<file path="src/sv/hsv2rgb_pkg.sv">
`default_nettype none

package hsv2rgb_pkg;

    // Fraction format of saturation and value: 1 << FRACTION_BITS means 1.0
    localparam int FRACTION_BITS = 12;
    localparam int ONE = 1 << FRACTION_BITS;

    // Port widths
    localparam int IN_W = 13;
    localparam int CH_W = 8;

    // Clamped fraction, 0..ONE
    localparam int VAL_W = FRACTION_BITS + 1;
    localparam int CMP_W = (IN_W > VAL_W) ? IN_W : VAL_W;

    // Hue geometry in 1/16 degree units
    localparam int HUE_SECTOR_UNITS = 960;
    localparam int HUE_FULL_UNITS = 6 * HUE_SECTOR_UNITS;
    localparam int CHANNEL_MAX = 255;
    localparam logic [IN_W-1:0] HUE_FULL = IN_W'(HUE_FULL_UNITS);
    localparam logic [IN_W-1:0] HUE_SEC1 = IN_W'(1 * HUE_SECTOR_UNITS);
    localparam logic [IN_W-1:0] HUE_SEC2 = IN_W'(2 * HUE_SECTOR_UNITS);
    localparam logic [IN_W-1:0] HUE_SEC3 = IN_W'(3 * HUE_SECTOR_UNITS);
    localparam logic [IN_W-1:0] HUE_SEC4 = IN_W'(4 * HUE_SECTOR_UNITS);
    localparam logic [IN_W-1:0] HUE_SEC5 = IN_W'(5 * HUE_SECTOR_UNITS);

    // Per-channel weight k: channel = 255*v*(960*ONE - s*k) / (960*ONE*ONE)
    localparam int K_W = $clog2(HUE_SECTOR_UNITS + 1);
    localparam logic [K_W-1:0] K_FULL = '0;
    localparam logic [K_W-1:0] K_ZERO = K_W'(HUE_SECTOR_UNITS);
    localparam logic [K_W-1:0] K_SECTOR = K_W'(HUE_SECTOR_UNITS);

    // Datapath widths
    localparam int W_W = $clog2(HUE_SECTOR_UNITS * ONE + 1);
    localparam logic [W_W-1:0] W_FULL = W_W'(HUE_SECTOR_UNITS * ONE);
    localparam int Q_W = VAL_W + W_W;
    localparam int N_W = Q_W + 8;
    // 960 = 15 * 64: shift out 64*ONE*ONE, then divide by 15
    localparam int SHIFT = 2 * FRACTION_BITS + 6;
    localparam int A_W = $clog2(CHANNEL_MAX * 15 + 1);
    localparam int RECIP_SHIFT = 16;
    localparam int RECIP = ((1 << RECIP_SHIFT) + 14) / 15;
    localparam int RECIP_W = $clog2(RECIP + 1);
    localparam int R_W = A_W + RECIP_W;

    // Hue sector codes
    localparam int SEC_W = 3;
    localparam logic [SEC_W-1:0] SEC_RED_YEL = 3'd0;
    localparam logic [SEC_W-1:0] SEC_YEL_GRN = 3'd1;
    localparam logic [SEC_W-1:0] SEC_GRN_CYN = 3'd2;
    localparam logic [SEC_W-1:0] SEC_CYN_BLU = 3'd3;
    localparam logic [SEC_W-1:0] SEC_BLU_MAG = 3'd4;
    localparam logic [SEC_W-1:0] SEC_MAG_RED = 3'd5;

    // Stage enables handed to each channel datapath
    typedef struct packed {
        logic en3;
        logic en4;
        logic en5;
        logic en6;
    } stage_ctl_t;

    // Saturate a raw fraction to 1.0
    function automatic logic [VAL_W-1:0] clamp_fraction(input logic [IN_W-1:0] raw);
        logic [CMP_W-1:0] ext;
        begin
            ext = CMP_W'(raw);
            if (ext > CMP_W'(ONE))
                clamp_fraction = VAL_W'(ONE);
            else
                clamp_fraction = VAL_W'(ext);
        end
    endfunction

endpackage

`default_nettype wire

</file>
<file path="src/sv/hsv2rgb_channel.sv">
`default_nettype none

module hsv2rgb_channel import hsv2rgb_pkg::*; (
    input  wire logic             clk,
    input  wire stage_ctl_t       ctl,
    input  wire logic [VAL_W-1:0] sat,
    input  wire logic [VAL_W-1:0] val,
    input  wire logic [K_W-1:0]   weight_k,
    output logic [CH_W-1:0]       level
);

    logic [VAL_W+K_W-1:0] prod;
    logic [W_W-1:0]       w_next;
    logic [W_W-1:0]       w_reg;
    logic [VAL_W-1:0]     val_reg;
    logic [Q_W-1:0]       q_next;
    logic [Q_W-1:0]       q_reg;
    logic [N_W-1:0]       n_full;
    logic [A_W-1:0]       a_next;
    logic [A_W-1:0]       a_reg;
    logic [R_W-1:0]       r_prod;
    logic [R_W-1:0]       r_quo;
    logic [CH_W-1:0]      level_next;
    logic [CH_W-1:0]      level_reg;

    // Stage 3: weight = 960*ONE - s*k
    always_comb
    begin
        prod   = (VAL_W+K_W)'(sat) * (VAL_W+K_W)'(weight_k);
        w_next = W_FULL - W_W'(prod);
    end

    // Stage 4: scale by value
    assign q_next = Q_W'(val_reg) * Q_W'(w_reg);

    // Stage 5: times 255, drop the power-of-two part of the divisor
    always_comb
    begin
        n_full = {q_reg, 8'b0} - N_W'(q_reg);
        a_next = A_W'(n_full >> SHIFT);
    end

    // Stage 6: divide by 15 through a reciprocal, saturate to channel range
    always_comb
    begin
        r_prod = R_W'(a_reg) * R_W'(RECIP);
        r_quo  = r_prod >> RECIP_SHIFT;
        if (r_quo > R_W'(CHANNEL_MAX))
            level_next = CH_W'(CHANNEL_MAX);
        else
            level_next = CH_W'(r_quo);
    end

    // Advance each stage when its enable is set, hold otherwise
    always_ff @(posedge clk)
    begin
        if (ctl.en3)
        begin
            w_reg   <= w_next;
            val_reg <= val;
        end
        if (ctl.en4)
            q_reg <= q_next;
        if (ctl.en5)
            a_reg <= a_next;
        if (ctl.en6)
            level_reg <= level_next;
    end

    assign level = level_reg;

endmodule

`default_nettype wire

</file>
<file path="src/sv/hsv_to_rgb_converter.sv">
// Channel  Signals                               Direction
// input    in_valid, in_ready, hue,              in (in_ready out)
//          saturation, brightness_level
// output   out_valid, out_ready, red,            out (out_ready in)
//          green, blue
//
// Six register stages: clamp/wrap, sector and hue ramp, channel weight,
// value product, scale by 255, divide by 15. One item is taken every cycle
// while the output is not stalled, since each stage advances unless the one
// after it is full and held, and each stage holds at most one multiply.
// Reset clears only the stage valid bits; the pipeline is empty after reset.
// A stall at the output holds the last stage; empty stages upstream still
// fill, so bubbles close up and no item is lost or repeated.

`default_nettype none

module hsv_to_rgb_converter import hsv2rgb_pkg::*; (
    input  wire logic            clk,
    input  wire logic            rst_n,
    input  wire logic            in_valid,
    output logic                 in_ready,
    input  wire logic [IN_W-1:0] hue,
    input  wire logic [IN_W-1:0] saturation,
    input  wire logic [IN_W-1:0] brightness_level,
    output logic                 out_valid,
    input  wire logic            out_ready,
    output logic [CH_W-1:0]      red,
    output logic [CH_W-1:0]      green,
    output logic [CH_W-1:0]      blue
);

    localparam int STAGES = 6;

    logic [STAGES:1]  vld_reg;
    logic [STAGES:1]  vld_next;
    logic [STAGES+1:1] en;
    stage_ctl_t       ctl;

    logic [IN_W-1:0]  h1_next;
    logic [IN_W-1:0]  h1_reg;
    logic [VAL_W-1:0] s1_reg;
    logic [VAL_W-1:0] v1_reg;

    logic [SEC_W-1:0] sector_next;
    logic [IN_W-1:0]  pos;
    logic [K_W-1:0]   t_next;
    logic [SEC_W-1:0] sector_reg;
    logic [K_W-1:0]   t_reg;
    logic [VAL_W-1:0] s2_reg;
    logic [VAL_W-1:0] v2_reg;

    logic [K_W-1:0]   k_red;
    logic [K_W-1:0]   k_green;
    logic [K_W-1:0]   k_blue;

    // Stage enables: a stage moves when empty or when the next one moves
    always_comb
    begin
        en[STAGES+1] = out_ready;
        for (int i = STAGES; i >= 1; i--)
            en[i] = !vld_reg[i] || en[i+1];
        if (en[1])
            vld_next[1] = in_valid;
        else
            vld_next[1] = vld_reg[1];
        for (int i = 2; i <= STAGES; i++)
        begin
            if (en[i])
                vld_next[i] = vld_reg[i-1];
            else
                vld_next[i] = vld_reg[i];
        end
        ctl.en3 = en[3];
        ctl.en4 = en[4];
        ctl.en5 = en[5];
        ctl.en6 = en[6];
    end

    always_ff @(posedge clk or negedge rst_n)
    begin
        if (!rst_n)
            vld_reg <= '0;
        else
            vld_reg <= vld_next;
    end

    assign in_ready  = en[1];
    assign out_valid = vld_reg[STAGES];

    // Stage 1: wrap hue into one turn
    assign h1_next = (hue >= HUE_FULL) ? (hue - HUE_FULL) : hue;

    // Stage 2: sector and distance from the nearest odd sector edge (60, 180 or 300 degrees)
    always_comb
    begin
        if (h1_reg < HUE_SEC1)
            sector_next = SEC_RED_YEL;
        else if (h1_reg < HUE_SEC2)
            sector_next = SEC_YEL_GRN;
        else if (h1_reg < HUE_SEC3)
            sector_next = SEC_GRN_CYN;
        else if (h1_reg < HUE_SEC4)
            sector_next = SEC_CYN_BLU;
        else if (h1_reg < HUE_SEC5)
            sector_next = SEC_BLU_MAG;
        else
            sector_next = SEC_MAG_RED;

        case (sector_next) inside
            SEC_RED_YEL, SEC_YEL_GRN: pos = h1_reg;
            SEC_GRN_CYN, SEC_CYN_BLU: pos = h1_reg - HUE_SEC2;
            default:                  pos = h1_reg - HUE_SEC4;
        endcase

        if (pos >= HUE_SEC1)
            t_next = K_W'(pos - HUE_SEC1);
        else
            t_next = K_W'(HUE_SEC1 - pos);
    end

    always_ff @(posedge clk)
    begin
        if (en[1])
        begin
            h1_reg <= h1_next;
            s1_reg <= clamp_fraction(saturation);
            v1_reg <= clamp_fraction(brightness_level);
        end
        if (en[2])
        begin
            sector_reg <= sector_next;
            t_reg      <= t_next;
            s2_reg     <= s1_reg;
            v2_reg     <= v1_reg;
        end
    end

    // Pick per-channel weight: full chroma, ramp, or none
    always_comb
    begin
        unique case (sector_reg)
            SEC_RED_YEL:
            begin
                k_red = K_FULL;
                k_green = t_reg;
                k_blue = K_ZERO;
            end
            SEC_YEL_GRN:
            begin
                k_red = t_reg;
                k_green = K_FULL;
                k_blue = K_ZERO;
            end
            SEC_GRN_CYN:
            begin
                k_red = K_ZERO;
                k_green = K_FULL;
                k_blue = t_reg;
            end
            SEC_CYN_BLU:
            begin
                k_red = K_ZERO;
                k_green = t_reg;
                k_blue = K_FULL;
            end
            SEC_BLU_MAG:
            begin
                k_red = t_reg;
                k_green = K_ZERO;
                k_blue = K_FULL;
            end
            default:
            begin
                k_red = K_FULL;
                k_green = K_ZERO;
                k_blue = t_reg;
            end
        endcase
    end

    // Stages 3 to 6, one datapath per channel
    hsv2rgb_channel u_red (
        .clk      (clk),
        .ctl      (ctl),
        .sat      (s2_reg),
        .val      (v2_reg),
        .weight_k (k_red),
        .level    (red)
    );

    hsv2rgb_channel u_green (
        .clk      (clk),
        .ctl      (ctl),
        .sat      (s2_reg),
        .val      (v2_reg),
        .weight_k (k_green),
        .level    (green)
    );

    hsv2rgb_channel u_blue (
        .clk      (clk),
        .ctl      (ctl),
        .sat      (s2_reg),
        .val      (v2_reg),
        .weight_k (k_blue),
        .level    (blue)
    );

    // An empty output stage never blocks the input
    a_ready_when_empty: assert property (@(posedge clk) disable iff (!rst_n)
        !out_valid |-> in_ready)
        else $error("input stalled with an empty output stage");

    // A full pipeline under output stall takes no item
    a_full_blocks: assert property (@(posedge clk) disable iff (!rst_n)
        (&vld_reg && !out_ready) |-> !in_ready)
        else $error("item taken into a full stalled pipeline");

    // Wrapped hue always lands in one of six sectors
    a_sector_range: assert property (@(posedge clk) disable iff (!rst_n)
        vld_reg[2] |-> (sector_reg <= SEC_MAG_RED))
        else $error("hue sector out of range");

    // Ramp distance never exceeds one sector
    a_ramp_range: assert property (@(posedge clk) disable iff (!rst_n)
        vld_reg[2] |-> (t_reg <= K_SECTOR))
        else $error("hue ramp out of range");

endmodule

`default_nettype wire

</file>
<file path="config.mk">
export PLATFORM = sky130hd
export DESIGN_NAME = hsv_to_rgb_converter
export DESIGN_NICKNAME = d
export VERILOG_FILES = /design/src/sv/hsv2rgb_pkg.sv /design/src/sv/hsv2rgb_channel.sv /design/src/sv/hsv_to_rgb_converter.sv
export SDC_FILE = /design/constraint.sdc
export NUM_CORES = 2
export LEC_CHECK = 0
export CAP_MARGIN = 25
export CORE_MARGIN = 2
export CORE_UTILIZATION = 40
export DETAILED_ROUTE_END_ITERATION = 12
export DONT_BUFFER_PORTS = 1
export PLACE_DENSITY_LB_ADDON = 0.15
export REMOVE_ABC_BUFFERS = 1
export SYNTH_ARGS = -nofsm -noshare
export SYNTH_HDL_FRONTEND = slang
export SYNTH_SLANG_ARGS = --single-unit
</file>
<file path="constraint.sdc">
create_clock -name clk -period 11.75 [get_ports clk]
set_clock_uncertainty 0.05 [all_clocks]
set_input_delay 1.175 -clock clk [delete_from_list [all_inputs] [get_ports clk]]
set_output_delay 1.175 -clock clk [all_outputs]
set_load 0.02 [all_outputs]
</file>
==> reports/metrics.cfg <==
[global_route]
busiest_layer=met2
overflow_after_grt=0
via_count_of_the_first_global_routing_pass=42668
grt_max_degree=78
groute.usage.overall_pct=18.70
globalRouteMet3Util_pct=1.757
antenna_violations_before_repair=1
grtUsageMet1_pct=26.30
grt_first_pass_wirelength_um=224200
use_met2_pct=31.35

[logic_synthesis]
ys_async_sr_fraction_pct=1.829
synth-main-ff-cell=sky130_fd_sc_hd__edfxtp_1
post_synth_inst_count=6069
synthesis.yosys.warnings=0
number_of_unique_standard_cell_types_used_by_synthesis=85
number_of_enable_type_register_cells_in_the_synthesized_netlist=322
post_synth_instance_area_um2=57870
ys_seq_elements=328
synth-seq-area-share_pct=16.97
syn_area_per_cell_um2=9.535

[drt]
drt_pass1_iterations=9
detail_route.drc_violations=6
drt-initial-drc-count=1791
drt.antenna.violating_nets=0
route.detailed.wl_per_inst_um=16.87
viasPerCell=5.043
totalWireLength_um=132400
dr_total_vias=39567

[outcome]
status=complete, but fails checks
failed_checks=design-rule violations

[timing]
setup_repair_after_global_routing_missed_its_margin=false
worst_slack_ps=4732
timing.fmax_ghz=0.1425
hold_viol=0
setup-violations-final=0
worst_slew_margin_rel_pct=26.35
post-route-min-period_ps=7018
layout_worst_path_cycle_share_pct=59.73
final.setup.tns_ps=0
worst_pin_slew_ps=1105
final_max_slew_viol_count=0

[critical_path]
biggest_fanout_along_the_worst_timing_path=48
crit_path_end_kind=register
reg2reg_to=u_green.w_reg[21]
worstSetupPathType=reg2reg
worstSetupStartpointType=register
crit_arrival_ps=7370
timing.rr.start=sector_reg[1]
worst-endpoint-required_ps=12100
r2r_setup_slack_ps=4730
r2r_cells=22
setup.worst_path.start=sector_reg[1]

[layout]
layout.cells.most_common=sky130_fd_sc_hd__inv_1
layout-drive-gt1-share_pct=2.574
num-nets-final=7604
area.growth.synth_to_final_pct=5.732
layout_common_cells=sky130_fd_sc_hd__inv_1, sky130_fd_sc_hd__fa_1, sky130_fd_sc_hd__nand2_1
antennaDiodeCount=0

[place]
detailedPlacementHpwl_um=100900
gp_routability_congestion=0.8007
numPortBuffers=0
post_place_worst_slack_ps=4817

[die]
fp-row-count=139
core_region_area_um2=143700
floorplan.die.width_um=384.4
dieHeight_um=384.4
floorplan.initialDensity_pct=40.28
io_pins=69
die-area_um2=147700

[job]
maxCapViolations=0

[clock_network]
cts.path.max_buffers=3
clkSlewWorstSetupHoldPaths_ps=60
h_tree_levels=2
cts_hold_buf=0
cts_resized=0
post_cts.repair.setup_buffers=0
root_buffer=sky130_fd_sc_hd__clkbuf_16
cts_buffers=46
cts_tree=done
clkLatencyLatePin_ps=640
cts.sinks=328

[hold_path]
min-delay-path-class=in2async

==> cell type report <==
| class | instances | area (µm²) |
|---|---|---|
| Inverter | 1183 | 4442 |
| Clock buffer | 54 | 1202 |
| Tap cell | 1903 | 2381 |
| Timing Repair Buffer | 45 | 370.4 |
| Multi-Input combinational cell | 4303 | 42680 |
| Clock inverter | 30 | 290.3 |
| Fill cell | 14157 | 82470 |
| Sequential cell | 328 | 9819 |
==> logic make-up after synthesis <==
kind of cell / count (synthesis) / share of synthesized area, %
and+or+nand+nor: 1848 / 15.57
AOI/OAI and AO/OA: 612 / 7.075
adders and majority gates: 1654 / 48.18
DFF: 328 / 16.97
xor gates and xnor gates: 183 / 2.770
buffers and inverters: 1438 / 9.330
muxes: 6 / 0.1081
==> worst max-delay path by stage <==
stage / end / cells after the start
after floorplan: in_ready / 4
after CTS: u_green.w_reg[21] / 22
after detailed placement: u_green.w_reg[21] / 22
final: u_green.w_reg[21] / 22
after global routing: u_green.w_reg[21] / 21
after global placement: u_green.w_reg[21] / 21
==> synth_stat cells (all sizes together) (11+ instances only) <==
library cell | n | area (µm²)
nand2 | 861 | 3232
o21bai | 31 | 236.5
nand3 | 58 | 290.3
a21oi | 153 | 773.2
and3 | 85 | 531.8
nand4 | 14 | 87.58
a211oi | 32 | 257.8
nor2 | 138 | 518.0
ha | 697 | 8721
a31oi | 21 | 152.6
and2 | 457 | 2859
a21o | 95 | 713.2
o21a | 31 | 232.7
o211ai | 13 | 97.59
or3 | 12 | 75.07
o21ai | 126 | 630.6
nor4 | 15 | 112.6
xnor2 | 131 | 1147
nand2b | 43 | 269.0
xor2 | 52 | 455.4
clkbuf | 252 | 945.9
inv | 1183 | 4441
fa | 957 | 19160
edfxtp | 322 | 9669
nor3 | 57 | 300.3
or4 | 11 | 82.58
nor2b | 70 | 437.9
==> per-layer routing <==
metal | up-vias | routed length (µm)
li1 | 18754 | -
met1 | 20059 | 63370
met2 | 628 | 61920
met3 | 124 | 4494
met4 | 2 | 2550
met5 | - | 14
==> metrics by stage <==
stage | std cells | utilization [%] | instance area, µm² | hold slack [ps]
3_3_place_gp | 7760 | 41.52 | 59640 | 350.7
2_1_floorplan | 5814 | - | 56910 | 350.3
3_5_place_dp | 7761 | 41.53 | 59660 | 354.5
5_1_grt | 7846 | 42.59 | 61180 | 152.6
6_report | 7846 | 42.59 | 61180 | 191.2
4_1_cts | 7845 | 42.57 | 61160 | 136.7
==> worst max-delay path: stages (launching register included) <==
cell and delay, ps:
sky130_fd_sc_hd__edfxtp_1 590, sky130_fd_sc_hd__xnor2_1 430, sky130_fd_sc_hd__nor2b_2 200, sky130_fd_sc_hd__buf_4 340
sky130_fd_sc_hd__and2_1 350, sky130_fd_sc_hd__nand2_1 120, sky130_fd_sc_hd__fa_1 460, sky130_fd_sc_hd__fa_1 470
sky130_fd_sc_hd__fa_1 540, sky130_fd_sc_hd__inv_1 50, sky130_fd_sc_hd__fa_1 470, sky130_fd_sc_hd__inv_1 50
sky130_fd_sc_hd__fa_1 430, sky130_fd_sc_hd__ha_1 210, sky130_fd_sc_hd__or3_1 360, sky130_fd_sc_hd__nor2_1 110
sky130_fd_sc_hd__o21a_1 160, sky130_fd_sc_hd__o21bai_1 120, sky130_fd_sc_hd__a31oi_1 300, sky130_fd_sc_hd__o21ai_1 160
sky130_fd_sc_hd__o21ai_1 280, sky130_fd_sc_hd__mux2i_1 120, sky130_fd_sc_hd__a2111oi_1 400
Power is not shown: default switching activity piles up to over one toggle a cycle in this logic, so the estimate is an artifact.
